$ cat src/sv/sbs_pkg.sv
`timescale 1ns / 1ps
// Shared types and constants for the shuffle bag sequencer.
// Holds the microcode ROM, the LFSR constants and the field widths; no dependencies.
package sbs_pkg;

  // Field widths and stream packing
  localparam int ITEM_W        = 10;
  localparam int COUNT_IN_W    = 11;
  localparam int IN_DATA_W     = 16;
  localparam int OUT_DATA_W    = 16;
  localparam int LFSR_W        = 32;
  localparam int MAX_ITEMS_DEF = 1024;

  localparam logic [LFSR_W-1:0] LFSR_TAPS = 32'h8020_0003;
  localparam logic [LFSR_W-1:0] LFSR_ONE  = 32'h0000_0001;

  // Operation codes carried on in_tuser
  localparam logic OP_TOGGLE  = 1'b0;
  localparam logic OP_ADVANCE = 1'b1;

  // Microcode address width and step labels
  localparam int UPC_W = 5;

  localparam logic [UPC_W-1:0] STEP_IDLE       = 5'd0;
  localparam logic [UPC_W-1:0] STEP_DISPATCH   = 5'd1;
  localparam logic [UPC_W-1:0] STEP_TOGGLE     = 5'd2;
  localparam logic [UPC_W-1:0] STEP_CHECK_FILL = 5'd3;
  localparam logic [UPC_W-1:0] STEP_FILL_INIT  = 5'd4;
  localparam logic [UPC_W-1:0] STEP_FILL       = 5'd5;
  localparam logic [UPC_W-1:0] STEP_SHUF_INIT  = 5'd6;
  localparam logic [UPC_W-1:0] STEP_SHUF_TEST  = 5'd7;
  localparam logic [UPC_W-1:0] STEP_SWAP_START = 5'd8;
  localparam logic [UPC_W-1:0] STEP_DIV_WAIT   = 5'd9;
  localparam logic [UPC_W-1:0] STEP_READ_J     = 5'd10;
  localparam logic [UPC_W-1:0] STEP_WRITE_I    = 5'd11;
  localparam logic [UPC_W-1:0] STEP_WRITE_J    = 5'd12;
  localparam logic [UPC_W-1:0] STEP_AFTER_SHUF = 5'd13;
  localparam logic [UPC_W-1:0] STEP_ADV_CHECK  = 5'd14;
  localparam logic [UPC_W-1:0] STEP_ADV_POS    = 5'd15;
  localparam logic [UPC_W-1:0] STEP_ADV_READ   = 5'd16;
  localparam logic [UPC_W-1:0] STEP_ADV_CAP    = 5'd17;
  localparam logic [UPC_W-1:0] STEP_EMIT       = 5'd18;
  localparam logic [UPC_W-1:0] STEP_RETURN     = 5'd19;

  // Jump conditions: taken jumps go to target, otherwise the step counter advances
  typedef enum logic [3:0] {
    C_NEVER,
    C_ALWAYS,
    C_NO_INPUT,
    C_OP_ADV,
    C_OP_TOGGLE,
    C_NO_RUN,
    C_FILL_MORE,
    C_IDX_ZERO,
    C_DIV_BUSY,
    C_POS_USED,
    C_OUT_BUSY
  } cond_t;

  // Datapath actions, one per step
  typedef enum logic [3:0] {
    A_NONE,
    A_TOGGLE,
    A_IDX_CLR,
    A_FILL_WR,
    A_SHUF_INIT,
    A_SWAP_START,
    A_CAP_I,
    A_READ_J,
    A_WRITE_I,
    A_WRITE_J,
    A_ADV_READ,
    A_ADV_CAP,
    A_EMIT
  } act_t;

  typedef struct packed {
    cond_t             cond;
    act_t              act;
    logic [UPC_W-1:0]  target;
  } ucode_t;

  // Control program
  function automatic ucode_t ucode_rom(input logic [UPC_W-1:0] addr);
    ucode_t w;
    w = '{cond: C_ALWAYS, act: A_NONE, target: STEP_IDLE};
    case (addr)
      STEP_IDLE:       w = '{cond: C_NO_INPUT,  act: A_NONE,       target: STEP_IDLE};
      STEP_DISPATCH:   w = '{cond: C_OP_ADV,    act: A_NONE,       target: STEP_ADV_CHECK};
      STEP_TOGGLE:     w = '{cond: C_NEVER,     act: A_TOGGLE,     target: STEP_IDLE};
      STEP_CHECK_FILL: w = '{cond: C_NO_RUN,    act: A_NONE,       target: STEP_EMIT};
      STEP_FILL_INIT:  w = '{cond: C_NEVER,     act: A_IDX_CLR,    target: STEP_IDLE};
      STEP_FILL:       w = '{cond: C_FILL_MORE, act: A_FILL_WR,    target: STEP_FILL};
      STEP_SHUF_INIT:  w = '{cond: C_NEVER,     act: A_SHUF_INIT,  target: STEP_IDLE};
      STEP_SHUF_TEST:  w = '{cond: C_IDX_ZERO,  act: A_NONE,       target: STEP_AFTER_SHUF};
      STEP_SWAP_START: w = '{cond: C_NEVER,     act: A_SWAP_START, target: STEP_IDLE};
      STEP_DIV_WAIT:   w = '{cond: C_DIV_BUSY,  act: A_CAP_I,      target: STEP_DIV_WAIT};
      STEP_READ_J:     w = '{cond: C_NEVER,     act: A_READ_J,     target: STEP_IDLE};
      STEP_WRITE_I:    w = '{cond: C_NEVER,     act: A_WRITE_I,    target: STEP_IDLE};
      STEP_WRITE_J:    w = '{cond: C_ALWAYS,    act: A_WRITE_J,    target: STEP_SHUF_TEST};
      STEP_AFTER_SHUF: w = '{cond: C_OP_TOGGLE, act: A_NONE,       target: STEP_EMIT};
      STEP_ADV_CHECK:  w = '{cond: C_NO_RUN,    act: A_NONE,       target: STEP_EMIT};
      STEP_ADV_POS:    w = '{cond: C_POS_USED,  act: A_NONE,       target: STEP_SHUF_INIT};
      STEP_ADV_READ:   w = '{cond: C_NEVER,     act: A_ADV_READ,   target: STEP_IDLE};
      STEP_ADV_CAP:    w = '{cond: C_NEVER,     act: A_ADV_CAP,    target: STEP_IDLE};
      STEP_EMIT:       w = '{cond: C_OUT_BUSY,  act: A_EMIT,       target: STEP_EMIT};
      STEP_RETURN:     w = '{cond: C_ALWAYS,    act: A_NONE,       target: STEP_IDLE};
      default:         w = '{cond: C_ALWAYS,    act: A_NONE,       target: STEP_IDLE};
    endcase
    return w;
  endfunction

endpackage

$ cat src/sv/sbs_modulo.sv
`timescale 1ns / 1ps
// Bit-serial restoring remainder unit: dividend mod divisor, one dividend bit per cycle.
// Depends on sbs_pkg for the dividend width.
module sbs_modulo
  import sbs_pkg::*;
#(
  parameter int DivW = 11
) (
  input  logic              clk,
  input  logic              rst_n,
  input  logic              start,
  input  logic [LFSR_W-1:0] dividend,
  input  logic [DivW-1:0]   divisor,
  output logic              busy,
  output logic [DivW-1:0]   remainder
);

  localparam int StepW = $clog2(LFSR_W + 1);

  logic [LFSR_W-1:0] quo_r,  quo_nxt;
  logic [DivW-1:0]   rem_r,  rem_nxt;
  logic [DivW-1:0]   div_r,  div_nxt;
  logic [StepW-1:0]  step_r, step_nxt;
  logic              busy_r, busy_nxt;
  logic [DivW:0]     trial;

  // Shift in one dividend bit and subtract the divisor when it fits
  always_comb begin
    quo_nxt  = quo_r;
    rem_nxt  = rem_r;
    div_nxt  = div_r;
    step_nxt = step_r;
    busy_nxt = busy_r;
    trial    = {rem_r, quo_r[LFSR_W-1]};
    if (start) begin
      quo_nxt  = dividend;
      rem_nxt  = '0;
      div_nxt  = divisor;
      step_nxt = StepW'(LFSR_W);
      busy_nxt = 1'b1;
    end else if (busy_r) begin
      if (trial >= {1'b0, div_r}) begin
        rem_nxt = DivW'(trial - {1'b0, div_r});
      end else begin
        rem_nxt = trial[DivW-1:0];
      end
      quo_nxt  = {quo_r[LFSR_W-2:0], 1'b0};
      step_nxt = step_r - StepW'(1);
      busy_nxt = (step_r != StepW'(1));
    end
  end

  // Hold control state under reset
  always_ff @(posedge clk) begin
    if (!rst_n) begin
      busy_r <= 1'b0;
      step_r <= '0;
    end else begin
      busy_r <= busy_nxt;
      step_r <= step_nxt;
    end
  end

  // Advance the datapath
  always_ff @(posedge clk) begin
    quo_r <= quo_nxt;
    rem_r <= rem_nxt;
    div_r <= div_nxt;
  end

  assign busy      = busy_r;
  assign remainder = rem_r;

endmodule

$ cat config.mk
export PLATFORM = sky130hd
export DESIGN_NAME = sbs_modulo
export DESIGN_NICKNAME = d
export VERILOG_FILES = /design/src/sv/sbs_pkg.sv /design/src/sv/sbs_modulo.sv
export SDC_FILE = /design/constraint.sdc
export NUM_CORES = 1
export LEC_CHECK = 0
export ABC_CLOCK_PERIOD_IN_PS = 4700
export BUFFER_PORTS_ARGS = -buffer_cell sky130_fd_sc_hd__buf_2
export CAP_MARGIN = 20
export CORE_AREA = 2 2 111 102
export CTS_CLUSTER_SIZE = 28
export DETAILED_ROUTE_END_ITERATION = 6
export DIE_AREA = 0 0 113 104
export GPL_ROUTABILITY_DRIVEN = 0
export PLACE_DENSITY_LB_ADDON = 0.25
export SLEW_MARGIN = 20
export SYNTH_ARGS = -nofsm -noshare
export SYNTH_HDL_FRONTEND = slang
export SYNTH_SLANG_ARGS = --single-unit
$ cat constraint.sdc
create_clock -name clk -period 4.7 [get_ports clk]
set_clock_uncertainty 0.05 [all_clocks]
set_input_delay 0.94 -clock clk [delete_from_list [all_inputs] [get_ports clk]]
set_output_delay 0.94 -clock clk [all_outputs]
set_load 0.005 [all_outputs]
==> results.yml <==
power_and_ir_drop:
  power_frac_clock_pct: 41.9
  p_sw_uw: 412
  internal-power_mw: 1.17
  power_frac_seq_pct: 41.6
  ir_drop_uv: 164
  powerDensity_nw_per_um2: 414
  pwr-share-comb_pct: 16.5
  swShare_pct: 26.1
  power_leakage_nw: 1.58
hold_path:
  holdCritPathClass: "reg2reg"
final_layout:
  antenna_cells: 0
  finalNonFillerCells: 454
  areaGrowthSynthToFinish_pct: 23.3
  multi_input_area_sq_um: 1330
  n_fill_cell: 1075
  register_area_sq_um: 1650
  drive_gt1_share_pct: 36.8
  nets: 376
global_route:
  grt_usage_pct: 11.5
  grt_max_degree: 59
  grt_pass1_vias: 2130
  grt_pass1_wl_um: 10600
  grt_overflow_total: 0
  antenna_found_initial: 0
clock_network:
  cts_resized: 0
  cts_buffer_depth: 2
  clock_latency_ns: 0.33
  clock_sinks: 61
  cts-root-buf: "clkbuf_16"
  cts_setup_buffers: 0
  ctsHoldBuffers: 0
  cts_tree: "yes"
  cts_made_buffers: 9
  clk_pin_slew_ns: 0.06
  htreeDepth: 3
logic_synthesis:
  syn_area_sq_um: 3090
  synth_edf_count: 43
  yosysSeqAreaShare_pct: 53.4
  synth_xor_xnor_area_share_pct: 2.55
  ys_seq_elements: 61
  synthFlopType: "edfxtp_1"
  syn_avg_cell_area_sq_um: 12.1
  synthAdderAreaFrac_pct: 5.90
  synth_top_family_by_area: "multiplexers"
  yosysUniqueCellTypes: 54
  netlist_instances: 256
  yosys_warnings: 0
  synthArstFlopShare_pct: 0
  synth_compound_area_share_pct: 11.2
  synthMuxAreaShare_pct: 12.1
  syn_nets: 316
  synth-simple-area-share_pct: 11.2
routing:
  drtPass1Iterations: 6
  wire_per_inst_um: 13.9
  totalWireLength_um: 6310
  vias: 2147
  drc: 1
  drt-initial-drc-count: 90
  drtAntennaViolNets: 0
  routed_via_density: 4.73
critical_path:
  worstPathRequired_ns: 4.89
  slowest_delay_ns: 0.48
  arrival_ns: 2.92
  slowest_stage: "a211oi_4"
  crit_chain: "inv_1 -> ha_1 -> fa_1 -> and2b_1 -> o22a_1 -> o2111a_2 -> a211oi_4 -> mux2_4 -> a211oi_2"
  crit_family: "compound AO/OA/AOI/OAI gates"
  critPathBufInv: 1
  startpoint_type: "flop"
  crit_fanout: 9
  endpoint_kind: "flop"
  crit_type: "reg2reg"
sta:
  rsz0062_at_grt: "no"
  post-route-min-period_ns: 2.73
  setup_tns_ns: 0
  finalHoldViolCount: 0
  setup_viol: 0
  worstMarginPinSlew_ns: 0.805
  slew_violations: 0
  maxSlewHeadroom_pct: 46.4
  max_freq_ghz: 0.367
  period_share_pct: 58.1
die:
  die_h_um: 104
  start_util_pct: 29.1
  die-width_um: 113
  dieArea_sq_um: 11800
  fp.coreArea_sq_um: 10600
  io_pins: 58
  fp-row-count: 36
status:
  violations: "DRC"
  status: "finished with violations"
place:
  placed_cells: 438
  portBuffers: 57
  dp_hpwl_um: 4270
flow_run:
  drv_cap: 0
==> power by group through the flow <==
stage | clock [mW] | combinational, mW | sequential (mW)
after floorplan | 0 | 0.194 | 0.663
after global placement | 0 | 0.258 | 0.669
after detailed placement | 0 | 0.262 | 0.670
after CTS | 0.677 | 0.264 | 0.659
after global routing | 0.703 | 0.294 | 0.664
final | 0.663 | 0.261 | 0.658
==> through the flow <==
step                      setup slack (ns)  instance area (sq um)  util, %  power, mW  hold slack [ns]
final                                 1.97                   3810     35.9       1.58            0.443
after global routing                  1.88                   3810     35.9       1.66            0.486
after CTS                             1.96                   3810     35.9       1.60            0.453
after detailed placement              1.97                   3510     33.1      0.932            0.445
after global placement                2.07                   3510     33.1      0.927            0.432
after floorplan                       2.31                   3090        -      0.857            0.421
==> cell usage after synthesis (3+ instances only) <==
library cell,instances,share of area [%]
nor2_1,19,2.3
nor3_1,4,0.65
a311oi_1,7,2.0
clkbuf_1,7,0.85
ha_1,13,5.3
dfxtp_1,18,12
mux2_2,31,11
xor2_1,5,1.4
nand3_1,6,0.97
xnor2_1,4,1.1
a21oi_1,6,0.97
o21ai_0,4,0.65
edfxtp_1,43,42
nand2_1,17,2.1
o31ai_1,3,0.73
nor2b_1,3,0.61
nor4_1,4,0.81
a21o_1,3,0.73
inv_1,18,2.2
==> flip-flops by register name, summed over array words and instances (netlist names) <==
signal and flops:
quo_r 32, div_r 11, remainder 11, step_r 6
busy 1
==> layout make-up <==
class / count / share of cell area [%]
tap: 133 / 4.36
inverter: 18 / 1.77
timing repair buffer: 59 / 7.87
clock buffer: 9 / 5.90
multi-input combinational: 167 / 34.8
sequential: 61 / 43.3
clock inverter: 7 / 1.97
==> tightest hold or removal path: cells and delay by family, from the launching register on <==
kind             cells  cell delay [ns]
flip-flops           1             0.31
AO/OA/AOI/OAI        1             0.05
AND/OR/NAND/NOR      1             0.09
==> placed cells by master (no fill, tap or decap), types with 5 or more instances in the layout <==
master	n
a311oi_1	7
nand2_1	17
edfxtp_1	43
inv_1	18
nor2_1	19
nand3_1	6
clkbuf_16	9
mux2_2	31
dfxtp_1	18
buf_2	57
a21oi_1	6
ha_1	13
xor2_1	5
==> final timing paths <==
kind | endpoint | startpoint | slack (ns) | depth (start not counted)
worst max-delay path | remainder[0]$_SDFFE_PP0P_ | quo_r[31]$_DFFE_PP_ | 1.97 | 9
worst min-delay path | step_r[1]$_SDFFE_PP0P_ | step_r[1]$_SDFFE_PP0P_ | 0.44 | 2
worst max register to register | remainder[0]$_SDFFE_PP0P_ | quo_r[31]$_DFFE_PP_ | 1.97 | 9
worst min register to register | step_r[1]$_SDFFE_PP0P_ | step_r[1]$_SDFFE_PP0P_ | 0.44 | 2
==> metal layers <==
metal  global-route usage, %  part of all wire [%]
met3                    3.55                   5.2
met1                    15.2                    47
met5                       0                     0
met4                    5.75                   1.8
met2                    17.1                    46
==> cell families (layout without fill, tap and decap cells) <==
group,after synthesis,after routing
compound gates,43,43
xor+xnor,9,9
fa+ha+maj,14,14
buf+inv,28,93
flops,61,61
mux,33,33
simple gates,68,68
Power figures use the tool's default switching activity.
